`src/bvald_pkg.sv`:
```
// ----------------------------------------------------------------------------
// Battery voltage averager package
// Widths, thresholds and shared types for the averager and its divider.
// ----------------------------------------------------------------------------
package bvald_pkg;

   localparam int RING_DEPTH  = 16;
   localparam int SLOT_W      = (RING_DEPTH > 1) ? $clog2(RING_DEPTH) : 1;
   localparam int SAMPLE_W    = 16;
   localparam int CNT_W       = $clog2(RING_DEPTH + 1);
   localparam int CNT_OUT_W   = 5;
   localparam int SUM_W       = SAMPLE_W + $clog2(RING_DEPTH);
   localparam int CELL_W      = 13;
   localparam int PROD_W      = 15 + CNT_W;
   localparam int CMP_W       = (SUM_W > PROD_W) ? SUM_W : PROD_W;
   localparam int REM_W       = CNT_W + 1;
   localparam int DIV_CNT_W   = $clog2(SUM_W + 1);

   localparam logic [SAMPLE_W-1:0] VALID_FLOOR_MV      = SAMPLE_W'(500);
   localparam logic [CMP_W-1:0]    USB_LIMIT_MV        = CMP_W'(6000);
   localparam logic [CMP_W-1:0]    TWO_CELL_LIMIT_MV   = CMP_W'(9000);
   localparam logic [CMP_W-1:0]    THREE_CELL_LIMIT_MV = CMP_W'(14000);
   localparam logic [CELL_W-1:0]   MIN_CELL_RESET_MV   = CELL_W'(3300);

   // divider result toward the sequencer
   typedef struct packed {
      logic             done;
      logic [SUM_W-1:0] quotient;
   } div_result_type;

endpackage

```
`src/battery_voltage_average_low_detect_core.sv`:
```
// ----------------------------------------------------------------------------
// Battery voltage average and low-battery detect
// Ring of recent readings, running sum and count, mean and low flag.
// ----------------------------------------------------------------------------
// Usage:
//   req_* carries one reading in millivolts per beat. Each beat overwrites the
//   oldest entry of a 16-entry sample ring and yields one rsp beat with the
//   truncated mean of the readings above 500 mV, their count and a low-battery
//   flag judged from the exact mean against the cell thresholds.
//   csr_wr_en/csr_wr_data write the minimum cell voltage (reset 3300 mV);
//   write it only while no beat is in flight.
// Steps:
//   From request beat to response beat: read the ring entry, update the
//   running sum, scale the thresholds, run the serial divider (one quotient
//   bit per cycle over the 20-bit sum) and load the output register. One
//   reading at a time: a new request is taken only once the previous result
//   has been loaded into the output register.
// Reset:
//   Synchronous. The ring reads as all zero through per-entry valid bits,
//   the sum, count and write slot clear, and no response is pending.
// Stall:
//   The output register holds a finished beat while rsp_tready is low; the
//   next request is still taken and runs until its result waits for the
//   output register to free up.
// ----------------------------------------------------------------------------
module battery_voltage_average_low_detect_core
   import bvald_pkg::*;
(
   input  logic              clock,
   input  logic              reset,
   // request channel
   input  logic              req_tvalid,
   output logic              req_tready,
   input  logic [15:0]       req_tdata,   // [15:0] sample_mv
   // response channel
   output logic              rsp_tvalid,
   input  logic              rsp_tready,
   output logic [23:0]       rsp_tdata,   // [15:0] average_mv, [20:16] valid_count,
                                          // [21] low_battery, [23:22] zero
   // configuration
   input  logic              csr_wr_en,
   input  logic [CELL_W-1:0] csr_wr_data
);

   typedef enum logic [2:0] {
      ST_IDLE,
      ST_FETCH,
      ST_SCALE,
      ST_DIVIDE,
      ST_DONE
   } state_type;

   state_type            state_ff;

   // sample ring: memory plus per-entry valid bits for the cleared reset state
   logic [SAMPLE_W-1:0]  ring_mem [RING_DEPTH];
   logic [RING_DEPTH-1:0] ring_live_ff;
   logic [SAMPLE_W-1:0]  rd_data_ff;
   logic                 rd_live_ff;

   logic [SLOT_W-1:0]    slot_ff;
   logic [SAMPLE_W-1:0]  sample_ff;
   logic [SUM_W-1:0]     sum_ff;
   logic [CNT_W-1:0]     total_ff;
   logic [CELL_W-1:0]    min_cell_ff;

   logic [CMP_W-1:0]     t6_ff;
   logic [CMP_W-1:0]     t9_ff;
   logic [CMP_W-1:0]     t14_ff;
   logic [CMP_W-1:0]     t2c_ff;
   logic [CMP_W-1:0]     t3c_ff;

   logic [SAMPLE_W-1:0]  avg_ff;
   logic                 low_ff;

   logic                 rsp_tvalid_ff;
   logic [23:0]          rsp_tdata_ff;

   logic                 req_accept;
   logic [SAMPLE_W-1:0]  old_mv;
   logic [SUM_W-1:0]     sum_in;
   logic [CNT_W-1:0]     total_in;
   logic [CMP_W-1:0]     sum_wide;
   logic                 low_in;
   logic                 div_start;
   div_result_type       div_res;

   assign req_tready = (state_ff == ST_IDLE);
   assign req_accept = req_tvalid && req_tready;
   assign div_start  = (state_ff == ST_SCALE);

   // ring memory: write the new reading and read the old one at the same slot
   always_ff @(posedge clock) begin
      if (req_accept) begin
         ring_mem[slot_ff] <= req_tdata;
      end
      rd_data_ff <= ring_mem[slot_ff];
   end

   always_ff @(posedge clock) begin
      if (reset) begin
         ring_live_ff <= '0;
         rd_live_ff   <= 1'b0;
      end else begin
         rd_live_ff <= ring_live_ff[slot_ff];
         if (req_accept) begin
            ring_live_ff[slot_ff] <= 1'b1;
         end
      end
   end

   // drop the old reading and add the new one, each only if above the floor
   always_comb begin
      old_mv   = rd_live_ff ? rd_data_ff : '0;
      sum_in   = sum_ff;
      total_in = total_ff;
      if (old_mv > VALID_FLOOR_MV) begin
         sum_in   = sum_in - SUM_W'(old_mv);
         total_in = total_in - 1'b1;
      end
      if (sample_ff > VALID_FLOOR_MV) begin
         sum_in   = sum_in + SUM_W'(sample_ff);
         total_in = total_in + 1'b1;
      end
   end

   // judge the exact mean by comparing the sum against scaled thresholds
   always_comb begin
      sum_wide = CMP_W'(sum_ff);
      if (total_ff == '0 || sum_ff == '0) begin
         low_in = 1'b0;
      end else if (sum_wide < t6_ff) begin
         low_in = 1'b1;
      end else if (sum_wide > t6_ff && sum_wide < t9_ff) begin
         low_in = (sum_wide < t2c_ff);
      end else if (sum_wide > t9_ff && sum_wide < t14_ff) begin
         low_in = (sum_wide < t3c_ff);
      end else begin
         low_in = 1'b1;
      end
   end

   bvald_divider u_divider (
      .clock    (clock),
      .reset    (reset),
      .start    (div_start),
      .dividend (sum_ff),
      .divisor  (total_ff),
      .result   (div_res)
   );

   always_ff @(posedge clock) begin
      if (reset) begin
         min_cell_ff <= MIN_CELL_RESET_MV;
      end else if (csr_wr_en) begin
         min_cell_ff <= csr_wr_data;
      end
   end

   // sequencer: state, running sum, count, write slot and output register
   always_ff @(posedge clock) begin
      if (reset) begin
         state_ff      <= ST_IDLE;
         slot_ff       <= '0;
         sum_ff        <= '0;
         total_ff      <= '0;
         rsp_tvalid_ff <= 1'b0;
      end else begin
         // drop a taken beat unless the done step reloads the register
         if (rsp_tvalid_ff && rsp_tready && state_ff != ST_DONE) begin
            rsp_tvalid_ff <= 1'b0;
         end
         case (state_ff)
            ST_IDLE: begin
               if (req_accept) begin
                  sample_ff <= req_tdata;
                  state_ff  <= ST_FETCH;
               end
            end
            ST_FETCH: begin
               sum_ff   <= sum_in;
               total_ff <= total_in;
               slot_ff  <= (slot_ff == SLOT_W'(RING_DEPTH - 1)) ? '0 : slot_ff + 1'b1;
               state_ff <= ST_SCALE;
            end
            ST_SCALE: begin
               t6_ff    <= USB_LIMIT_MV * CMP_W'(total_ff);
               t9_ff    <= TWO_CELL_LIMIT_MV * CMP_W'(total_ff);
               t14_ff   <= THREE_CELL_LIMIT_MV * CMP_W'(total_ff);
               t2c_ff   <= CMP_W'({min_cell_ff, 1'b0}) * CMP_W'(total_ff);
               t3c_ff   <= (CMP_W'({min_cell_ff, 1'b0}) + CMP_W'(min_cell_ff))
                           * CMP_W'(total_ff);
               state_ff <= ST_DIVIDE;
            end
            ST_DIVIDE: begin
               if (div_res.done) begin
                  avg_ff   <= (total_ff == '0) ? '0 : SAMPLE_W'(div_res.quotient);
                  low_ff   <= low_in;
                  state_ff <= ST_DONE;
               end
            end
            ST_DONE: begin
               // hold the result until the output register is free
               if (!rsp_tvalid_ff || rsp_tready) begin
                  rsp_tvalid_ff <= 1'b1;
                  rsp_tdata_ff  <= {2'b00, low_ff, CNT_OUT_W'(total_ff), avg_ff};
                  state_ff      <= ST_IDLE;
               end
            end
            default: begin
               state_ff <= ST_IDLE;
            end
         endcase
      end
   end

   assign rsp_tvalid = rsp_tvalid_ff;
   assign rsp_tdata  = rsp_tdata_ff;

`ifndef ASSERT_OFF
   a_total_bounded: assert property (@(posedge clock) disable iff (reset)
      total_ff <= CNT_W'(RING_DEPTH))
      else $error("valid count exceeds ring depth");

   a_empty_sum_zero: assert property (@(posedge clock) disable iff (reset)
      total_ff == '0 |-> sum_ff == '0)
      else $error("nonzero sum with no valid readings");

   a_done_in_divide: assert property (@(posedge clock) disable iff (reset)
      div_res.done |-> state_ff == ST_DIVIDE)
      else $error("divider finished outside the divide step");

   a_rsp_from_done: assert property (@(posedge clock) disable iff (reset)
      $rose(rsp_tvalid_ff) |-> $past(state_ff == ST_DONE))
      else $error("response raised without a finished item");
`endif

endmodule

```
`src/bvald_divider.sv`:
```
// ----------------------------------------------------------------------------
// Serial divider
// Restoring division of the valid sum by the valid count, one quotient bit
// per cycle.
// ----------------------------------------------------------------------------
module bvald_divider
   import bvald_pkg::*;
(
   input  logic             clock,
   input  logic             reset,
   input  logic             start,
   input  logic [SUM_W-1:0] dividend,
   input  logic [CNT_W-1:0] divisor,
   output div_result_type   result
);

   logic                 busy_ff;
   logic                 done_ff;
   logic [DIV_CNT_W-1:0] cnt_ff;
   logic [REM_W-1:0]     rem_ff;
   logic [SUM_W-1:0]     quo_ff;
   logic [CNT_W-1:0]     div_ff;

   logic [REM_W-1:0]     trial;
   logic                 fits;

   assign trial = {rem_ff[REM_W-2:0], quo_ff[SUM_W-1]};
   assign fits  = (trial >= {1'b0, div_ff});

   always_ff @(posedge clock) begin
      if (reset) begin
         busy_ff <= 1'b0;
         done_ff <= 1'b0;
         cnt_ff  <= '0;
      end else begin
         done_ff <= 1'b0;
         if (start) begin
            busy_ff <= 1'b1;
            cnt_ff  <= DIV_CNT_W'(SUM_W);
         end else if (busy_ff) begin
            cnt_ff <= cnt_ff - 1'b1;
            if (cnt_ff == DIV_CNT_W'(1)) begin
               busy_ff <= 1'b0;
               done_ff <= 1'b1;
            end
         end
      end
   end

   always_ff @(posedge clock) begin
      if (start) begin
         rem_ff <= '0;
         quo_ff <= dividend;
         div_ff <= divisor;
      end else if (busy_ff) begin
         rem_ff <= fits ? (trial - {1'b0, div_ff}) : trial;
         quo_ff <= {quo_ff[SUM_W-2:0], fits};
      end
   end

   assign result.done     = done_ff;
   assign result.quotient = quo_ff;

endmodule

```
`config.mk`:
```
export PLATFORM = sky130hd
export DESIGN_NAME = battery_voltage_average_low_detect_core
export DESIGN_NICKNAME = d
export VERILOG_FILES = /design/src/bvald_pkg.sv /design/src/battery_voltage_average_low_detect_core.sv /design/src/bvald_divider.sv
export SDC_FILE = /design/constraint.sdc
export NUM_CORES = 1
export LEC_CHECK = 0
export BUFFER_PORTS_ARGS = -buffer_cell sky130_fd_sc_hd__buf_2
export CORE_UTILIZATION = 35
export CTS_CLUSTER_DIAMETER = 30
export CTS_CLUSTER_SIZE = 25
export DETAILED_ROUTE_END_ITERATION = 6
export MAX_ROUTING_LAYER = met4
export SYNTH_ARGS = -nofsm -noshare
export SYNTH_HDL_FRONTEND = slang
export SYNTH_HIERARCHICAL = 1
export SYNTH_SLANG_ARGS = --single-unit
```
`constraint.sdc`:
```
create_clock -name clock -period 8.55 [get_ports clock]
set_input_delay 1.2825 -clock clock [delete_from_list [all_inputs] [get_ports clock]]
set_output_delay 1.2825 -clock clock [all_outputs]
set_load 0.05 [all_outputs]
```
---- Word-level counts from Yosys, hierarchy flattened ----
Memories as Yosys holds them, arrays and structs flattened. A register that Yosys moved wholly into a read port is not among the register bits.
Cells that the tools add are included.
operators by class
  equal/unequal tests ..................... 10
  add/sub/neg operators ................... 8
  $mul .................................... 5
  reductions and logical operators ........ 20
  div/mod/pow operators ................... 0
  muxes and demuxes ....................... 31
  bitwise logic cells ..................... 3
  $lt $le $gt $ge ......................... 12
  shift-type cells ........................ 0
operators by type and width
  kind                   count
  $mux 20                4
  $lt 20x19->1           3
  $gt 16x9->1 const B    2
  $mux 5                 5
  $add 20x16->20         1
  $gt 20x18->1           1
  $gt 20x19->1           1
  $logic_not 20->1       1
  $lt 20x18->1           1
  $lt 20x20->1           1
  $mul 15x5->20          1
  $sub 20x16->20         1
  $mul 13x5->18          1
  $mul 11x5->16 const A  1
  $mux 16                1
  $or 16x16->16          1
  $add 14x13->15         1
  $mul 10x5->15 const A  1
  $pmux 3 s5             1
  $mul 9x5->14 const A   1
  $mux 1                 14
  $reduce_and 3->1       4
  $sub 5x1->5 const B    2
  $mux 3                 3
  other kinds (27)       36
word-level totals
  input port bits ......................... 34
  register bits after elaboration ......... 238
  bits in latches ......................... 0
  RAM bits ................................ 256
  memory bits (read-only) ................. 0
  memories ................................ 1
memory list
  name      words  width  read ports  clocked after memory_dff  wr ports  line                                           text
  ring_mem  16     16     1           1                         1         battery_voltage_average_low_detect_core.sv:56  logic [SAMPLE_W-1:0] ring_mem [RING_DEPTH];

---- Depth between registers and ports, before layout ----
Gate-level depths: netlist of the first run.
  depth in word-level cells ............... 5
  mapped depth ............................ 25
  mapped depth without buffers ............ 25

---- Hierarchy ----
The synthesis of the first run kept the hierarchy.
by module, submodules not included
  module                                   instances  cells an instance  area an instance (sq um)
  battery_voltage_average_low_detect_core  1          2254               27555.2
  bvald_divider                            1          137                1769.2

---- Least setup slack after synthesis of the first run ----
No wires, ideal clock.
  path type ............................... input to register
  start ................................... in reset
  end ..................................... reg t14_ff[10] (enable)
  stages on the path ...................... 3
  buffers on the path ..................... 2
  slack ................................... 0.817 ns
  arrival ................................. 7.120 ns
  cells stage by stage .................... clkbuf_1 -> buf_1 -> nor3_1
between the ends
  cells in the longest elaborated chain, start to end .. 2
ends and longest elaborated chain
  what                        line                                            text
  start, declared             battery_voltage_average_low_detect_core.sv:30   input logic reset,
  $not 1->1 (no line)         n/a
  $reduce_and 2->1 (no line)  n/a
  end signal, assigned        battery_voltage_average_low_detect_core.sv:189  t14_ff <= THREE_CELL_LIMIT_MV * CMP_W'(total_ff);
  end, declared               battery_voltage_average_low_detect_core.sv:69   logic [CMP_W-1:0] t14_ff;
Every way passes these cells.
A chain may end at the register's enable or synchronous reset.

---- Final worst setup path of the first run ----
  start ................................... reg min_cell_ff[1]
  end ..................................... reg t3c_ff[19] (data pin)
between the ends
  cells in the longest elaborated chain, start to end .. 2
ends and longest elaborated chain
  what                    line                                            text
  start, declared         battery_voltage_average_low_detect_core.sv:65   logic [CELL_W-1:0] min_cell_ff;
  start signal, assigned  battery_voltage_average_low_detect_core.sv:156  min_cell_ff <= csr_wr_data;
  $add 14x13->15          battery_voltage_average_low_detect_core.sv:191  t3c_ff <= (CMP_W'({min_cell_ff, 1'b0}) + CMP_W'(min_cell_ff))
  $mul 15x5->20           battery_voltage_average_low_detect_core.sv:192  * CMP_W'(total_ff);
  end signal, assigned    battery_voltage_average_low_detect_core.sv:191
  end, declared           battery_voltage_average_low_detect_core.sv:71   logic [CMP_W-1:0] t3c_ff;
Every way passes these cells.

==> results of run 1 <==
[metrics by stage]
step / util / area [µm²] / power, W
after detailed placement: 0.375 / 31000 / 0.00417
after CTS: 0.423 / 34900 / 0.00853
after global routing: 0.423 / 34900 / 0.00882
after global placement: 0.375 / 31000 / 0.00413
final: 0.423 / 34900 / 0.00847
after floorplan: - / 29300 / 0.00381
[area by class of cell]
cell class | instances | area [µm²]
Inverter | 252 | 946
Fill cell | 7528 | 47600
Multi-Input combinational cell | 1557 | 13800
Sequential cell | 506 | 14300
Tap cell | 1070 | 1340
Antenna cell | 2 | 5.00
Clock inverter | 67 | 935
Clock buffer | 136 | 2970
Timing Repair Buffer | 94 | 563
[path summary, 6_finish.rpt]
check	start	end	slack (ns)	cells past startpoint
max	min_cell_ff[1]	t3c_ff[19]	2.20	24
min	avg_ff[14]	rsp_tdata[14]	0.42	0
max reg2reg	min_cell_ff[1]	t3c_ff[19]	2.20	24
min reg2reg	avg_ff[14]	rsp_tdata[14]	0.42	0
[cells by family (layout without fill, tap and decap cells)]
family | count (synthesis) | in the layout | share of synthesized area
xor gates and xnor gates | 92 | 92 | 0.0275
buffers and inverters | 329 | 549 | 0.0433
adders and majority gates | 354 | 354 | 0.175
muxes | 126 | 126 | 0.0804
and+or+nand+nor | 602 | 602 | 0.101
AOI/OAI and AO/OA | 381 | 381 | 0.0853
other | 1 | 4 | 0.000128
DFF | 506 | 506 | 0.487
[layer usage]
metal | up-vias | GRT usage | share of wire | wire [µm]
met5 | - | - | 0 | 0
met4 | 0 | 0.0665 | 0.033 | 2340
met3 | 152 | 0.0294 | 0.054 | 3800
met2 | 553 | 0.287 | 0.49 | 34800
met1 | 9425 | 0.212 | 0.42 | 30100
li1 | 8970 | - | - | -
[placed cells by master (no fill, tap or decap), types with 16 or more instances in the layout]
cell type	netlist	routed
nand3_1	27	27
clkbuf_8	0	18
o211ai_1	17	17
a211oi_1	21	21
bufinv_16	0	16
and2_1	88	88
mux4_2	85	85
ha_1	260	260
nand2b_1	17	17
mux2_2	24	24
xnor2_1	61	61
nor2_1	159	146
fa_1	94	94
o21ai_0	72	72
clkbuf_16	0	107
dfxtp_1	91	89
a21oi_1	113	113
a21o_1	39	39
nor3_1	43	37
nor2b_1	25	25
buf_4	4	37
nand2_1	150	150
edfxtp_1	415	415
xor2_1	31	31
o21a_1	26	26
inv_1	249	249
and3_1	18	18
or3_1	18	18
buf_2	3	57
[worst reg2reg max path, cell delays in order (launching register included)]
cell and delay (ns):
dfxtp_1 0.41, ha_1 0.21, inv_1 0.06, fa_1 0.40, nor2b_1 0.11, o21ai_0 0.10, a21boi_0 0.24, o21ai_0 0.14
a21oi_1 0.20, o21ai_0 0.11, nor2b_1 0.15, xnor2_1 0.30, and2_1 0.22, fa_1 0.46, fa_1 0.54, inv_1 0.05
fa_1 0.52, inv_1 0.04, ha_1 0.22, or3_1 0.37, a211oi_1 0.29, o31ai_1 0.19, or4_1 0.44, a31oi_1 0.23
xnor2_1 0.08
[flip-flops by register name (all words and copies together) (netlist names), 3 cells and up]
name              cells
u_divider/rem_ff      5
t2c_ff               17
t9_ff                15
u_divider/quo_ff     20
t14_ff               15
u_divider/cnt_ff      5
total_ff              5
avg_ff               16
rd_data_ff           16
slot_ff               4
min_cell_ff          13
ring_mem            256
t6_ff                12
t3c_ff               20
ring_live_ff         16
rsp_tdata            22
sum_ff               20
u_divider/div_ff      5
state_ff              3
sample_ff            16
[where the power goes]
group,switching (W),internal [W]
registers,0.000125,0.00279
clock network,0.00139,0.00295
logic,0.000704,0.000505
total,0.00222,0.00625
==> key figures, run 1 <==
Run status
  – Status: finished, final reports clean

Floorplan
  – Die H: 291 µm
  – Core Rows: 105
  – Die footprint: 84900 µm²
  – Starting Density: 0.355
  – Core area: 82500 µm²
  – Top Ports: 60
  – Die W: 291 µm

Yosys
  – Ys Warns: 6
  – Post-synth ARST share: 0
  – Post-synth top area share: 0.425
  – Synth top area cells: edfxtp_1 42%, ha_1 11%, mux4_2 6.5%, fa_1 6.4%, dfxtp_1 6.2%
  – Syn avg cell area: 12.3 µm²
  – Synth top cells by count: 415 x edfxtp_1, 260 x ha_1, 249 x inv_1
  – Post-synth cell types: 77
  – Post-synth top flop: edfxtp_1
  – Mapped cell area: 29300 µm²
  – Register area share after synthesis: 0.487
  – Post-synth EDFFs: 415
  – Flops & latches, synth: 506
  – Synth area leader: edfxtp_1
  – Cells after synthesis: 2391
  – Most numerous cell in the Yosys netlist: edfxtp_1

Global routing
  – GRT Util Overall: 0.174
  – GR Overflow Total: 0
  – Global-route wire length before repair: 111000 µm
  – Initial antenna violation count: 2
  – Largest net degree at the start of global routing: 80
  – Vias in the first global route: 19800

Placement
  – Hpwl dp: 48300 µm
  – Number of port buffers: 57
  – Pre-CTS setup slack: 2.28 ns
  – Placed cells: 3479
  – RePlAce Congestion: 0.895

Timing
  – Final min period: 6.35 ns
  – Setup tns final: 0 ns
  – Skew final: 0.0436 ns
  – Actual slew at the worst max-slew pin: 1.09 ns
  – Final setup violation count: 0
  – Worst setup margin: 2.20 ns
  – Hold slack: 0.415 ns
  – RSZ-0062 raised after global routing: false
  – Final period util: 0.743
  – Hold Violations, Final: 0
  – Fmax: 157 MHz
  – Max transition margin: 0.272
  – Slew Limit Fails: 0

Drt
  – Detailed Routing Iterations Pass 1: 5
  – DR iter-0 viols: 1302
  – Routed Antenna Nets: 0
  – Post-Route WL: 71000 µm
  – Via count: 19100
  – DRC Markers: 0
  – Routed WL per cell: 19.3 µm
  – Average vias per placed instance: 5.18

CTS
  – CTS max path bufs: 3
  – H-tree depth: 3
  – CTS buffer count: 107
  – Root buffer cell: clkbuf_16
  – CTS tree: built
  – Hold bufs inserted after CTS: 0
  – Post-CTS setup buffer count: 0
  – Clock Sinks: 506
  – Clock latency on the worst-skew pair: 0.65 ns
  – Clk slew on worst S/H paths: 0.04 ns
  – CTS-repair resized insts: 0

Flow run
  – Max-Cap Viols: 0

Critical path
  – Arrival time at the worst endpoint: 6.73 ns
  – WS Path Type: flip-flop to flip-flop
  – Critical Path RT: 8.93 ns
  – CP Max Fanout: 6
  – Worst path cell trace: ha_1 -> inv_1 -> fa_1 -> nor2b_1 -> o21ai_0 -> a21boi_0 -> o21ai_0 -> a21oi_1 -> o21ai_0 -> nor2b_1 -> xnor2_1 -> and2_1 -> fa_1 -> fa_1 -> inv_1 -> fa_1 -> inv_1 -> ha_1 -> or3_1 -> a211oi_1 -> o31ai_1 -> or4_1 -> a31oi_1 -> xnor2_1
  – Slowest CP cell: fa_1
  – CP bufs+invs: 3
  – Family with the most delay on the worst path: adder cells
  – CP dominant cell by count: fa_1
  – Worst setup EP type: flip-flop
  – Slowest stage delay, CP: 0.54 ns
  – Startpoint types: flip-flop

Pwr
  – Leak pwr: 14.5 nW
  – Worst IR Drop VDD: 0.000182 V
  – PD cells: 243 nW/µm²

Cells and area
  – Synthesis-to-finish area growth: 19.0%
  – Final Non-Filler Cells: 3684
  – # nets final: 2906
  – Share of post-route cells with drive strength above 1: 0.165

Hold path
  – Worst Hold Class: flip-flop to flip-flop
No activity file was read; power rests on OpenSTA's default activity.
==> inputs of run 2 (changes only) <==
--- a/config.mk
+++ b/config.mk
@@ -5,6 +5,7 @@
 export SDC_FILE = /design/constraint.sdc
 export NUM_CORES = 1
 export LEC_CHECK = 0
+export ABC_AREA = 1
 export BUFFER_PORTS_ARGS = -buffer_cell sky130_fd_sc_hd__buf_2
 export CORE_UTILIZATION = 35
 export CTS_CLUSTER_DIAMETER = 30
==> constraint.sdc (replaced) <==
create_clock -name clock -period 5.3 [get_ports clock]
set_input_delay 0.795 -clock clock [delete_from_list [all_inputs] [get_ports clock]]
set_output_delay 0.795 -clock clock [all_outputs]
set_load 0.05 [all_outputs]
==> key figures, run 2 <==
Run status
  – Status: finished, final reports clean

Drt
  – Routed Antenna Nets: 0
  – WL met1: 36200 µm
  – Top layer in use: met4
  – Routed WL per cell: 17.0 µm
  – DR iter-0 viols: 1789
  – Detailed Routing Iterations Pass 1: 6
  – Via count: 22300
  – Average vias per placed instance: 4.93
  – Met3 wire length: 4860 µm
  – Post-Route WL: 76800 µm
  – WL met2: 33900 µm
  – DRC Markers: 0

Critical path
  – Arrival time at the worst endpoint: 5.41 ns
  – WS Path Type: flip-flop to flip-flop
  – Slowest stage delay, CP: 0.54 ns
  – Critical Path RT: 5.65 ns
  – CP bufs+invs: 6
  – Worst setup EP type: flip-flop
  – Family with the most delay on the worst path: adder cells
  – Slowest CP cell: fa_1
  – Startpoint types: flip-flop
  – CP Max Fanout: 4

Timing
  – Hold Violations, Final: 0
  – Actual slew at the worst max-slew pin: 1.15 ns
  – Setup tns final: 0 ns
  – Final period util: 0.956
  – RSZ-0062 raised after global routing: true
  – Slew Limit Fails: 0
  – Skew final: 0.0656 ns
  – Max transition margin: 0.236
  – Fmax: 197 MHz
  – Final setup violation count: 0
  – Final min period: 5.07 ns

CTS
  – Clock latency on the worst-skew pair: 0.67 ns
  – Root buffer cell: clkbuf_16
  – CTS tree: built
  – CTS max path bufs: 3
  – H-tree depth: 3
  – Clk slew on worst S/H paths: 0.04 ns
  – CTS buffer count: 95
  – Clock Sinks: 506

Cells and area
  – Most frequent cells in the layout: 565 x nand2_1, 437 x inv_1, 415 x edfxtp_1, 370 x nor2_1, 255 x ha_1
  – Reg with most FFs: ring_mem
  – Multi-input gate area: 13800 µm²
  – # nets final: 3703
  – Most common cell after layout, fill and taps aside: nand2_1
  – # diodes: 0
  – Max FFs per register: 256
  – Synthesis-to-finish area growth: 17.8%
  – Reg area: 14300 µm²
  – Final Core Density: 0.419
  – Filler Cell Count: 8120
  – Share of post-route cells with drive strength above 1: 0.109

Pwr
  – PD cells: 479 nW/µm²
  – Worst IR Drop VDD: 0.000237 V
  – Leak pwr: 15.7 nW

Yosys
  – Register area share after synthesis: 0.476
  – Ys Warns: 6
  – Cells after synthesis: 3185
  – Post-synth top area share: 0.415
  – Mapped cell area: 30000 µm²
  – Syn avg cell area: 9.42 µm²
  – Post-synth cell types: 61
  – Synth top area cells: edfxtp_1 42%, ha_1 11%, nand2_1 7.1%, fa_1 6.3%, dfxtp_1 6.1%
  – Post-synth EDFFs: 415
  – Synth top cells by count: 566 x nand2_1, 441 x inv_1, 415 x edfxtp_1
  – Post-synth top flop: edfxtp_1
  – Synth area leader: edfxtp_1
  – Flops & latches, synth: 506
  – Most numerous cell in the Yosys netlist: nand2_1
  – Post-synth ARST share: 0

Floorplan
  – Core Rows: 106
  – Starting Density: 0.356
  – Core area: 84200 µm²
  – Die W: 295 µm
  – Die footprint: 86900 µm²
  – Top Ports: 60
  – Die H: 295 µm

Placement
  – RePlAce Congestion: 0.918
  – Hpwl dp: 51000 µm
  – Number of port buffers: 57

Flow run
  – Max-Cap Viols: 0

Global routing
  – Initial antenna violation count: 0
  – Vias in the first global route: 21100
  – GRT Util Overall: 0.182
  – GR Overflow Total: 0
  – Largest net degree at the start of global routing: 102
  – Global-route wire length before repair: 118000 µm

Hold path
  – Worst Hold Class: input pin to flip-flop
## run 2: changes by cell type after synthesis, sizes merged, moves of 29 or more
cell / before / now
nand3: 27 / 92
o21ai: 74 / 220
a21o: 40 / 8
clkbuf: 51 / 84
xnor2: 61 / 27
nor2: 159 / 395
and2: 88 / 1
a21oi: 113 / 187
xor2: 31 / 60
inv: 249 / 445
o22ai: 4 / 68
nand2: 150 / 574
mux4: 85 / 0
## run 2: cell type report
| type | count | share of cell area |
|---|---|---|
| clock buffer | 119 | 0.0722 |
| clock inverter | 59 | 0.0205 |
| inverter | 448 | 0.0477 |
| multi-input combinational | 2135 | 0.391 |
| sequential | 506 | 0.405 |
| tap | 1134 | 0.0402 |
| timing repair buffer | 129 | 0.0234 |
## run 2: metal layers
metal | up-vias | track usage
met2 | 630 | 0.270
met1 | 10600 | 0.252
li1 | 11000 | -
met4 | 0 | 0.0577
met3 | 139 | 0.0295
met5 | - | -
## run 2: timing repair
| item | in CTS | in global routing |
|---|---|---|
| setup endpoints to repair | 4 | 6 |
| hold buffers | 0 | 0 |
| buffers inserted | 2 | 3 |
| resized for setup | 3 | 27 |
| pin swaps | 1 | 7 |
## run 2: tightest hold or removal path, stage by stage
cell	delay, ns
buf_2	0.08
nand2_1	0.05
nand3_1	0.07
## run 2: logic make-up after synthesis
group | synth area share
other | 0.000125
adder cells (fa/ha/maj) | 0.171
buffers and inverters | 0.0697
flip-flops | 0.476
AO/OA/AOI/OAI | 0.100
XOR/XNOR | 0.0257
AND/OR/NAND/NOR | 0.157
## run 2: worst paths after layout
check	endpoint	slack [ns]	cells after the start	start
hold / removal	min_cell_ff[10]	0.39	3	csr_wr_data[10]
setup / recovery	t3c_ff[16]	0.23	27	min_cell_ff[0]
hold reg to reg	rsp_tdata[8]	0.42	0	avg_ff[8]
setup reg to reg	t3c_ff[16]	0.23	27	min_cell_ff[0]
## run 2: per-stage QoR
| step | worst slack (ns) | total power (W) | cell area [µm²] | hold WS, ns | cells |
|---|---|---|---|---|---|
| finish | 0.232 | 0.0169 | 35300 | 0.385 | 4530 |
| global route | -0.0325 | 0.0180 | 35300 | 0.384 | 4530 |
| CTS | 0.00459 | 0.0169 | 35200 | 0.354 | 4527 |
| detailed placement | -0.0573 | 0.0108 | 31900 | 0.406 | 4347 |
| global placement | 0.0537 | 0.0107 | 31900 | 0.403 | 4347 |
| floorplan | 0.256 | 0.00932 | 30000 | 0.400 | 3186 |
## run 2: report_power, final
part           leakage, nW  internal, W  switching, W
sequential            4.53      0.00471      0.000314
combinational         9.55      0.00210       0.00375
clock                 1.58      0.00397       0.00208
total                 15.7       0.0108       0.00615
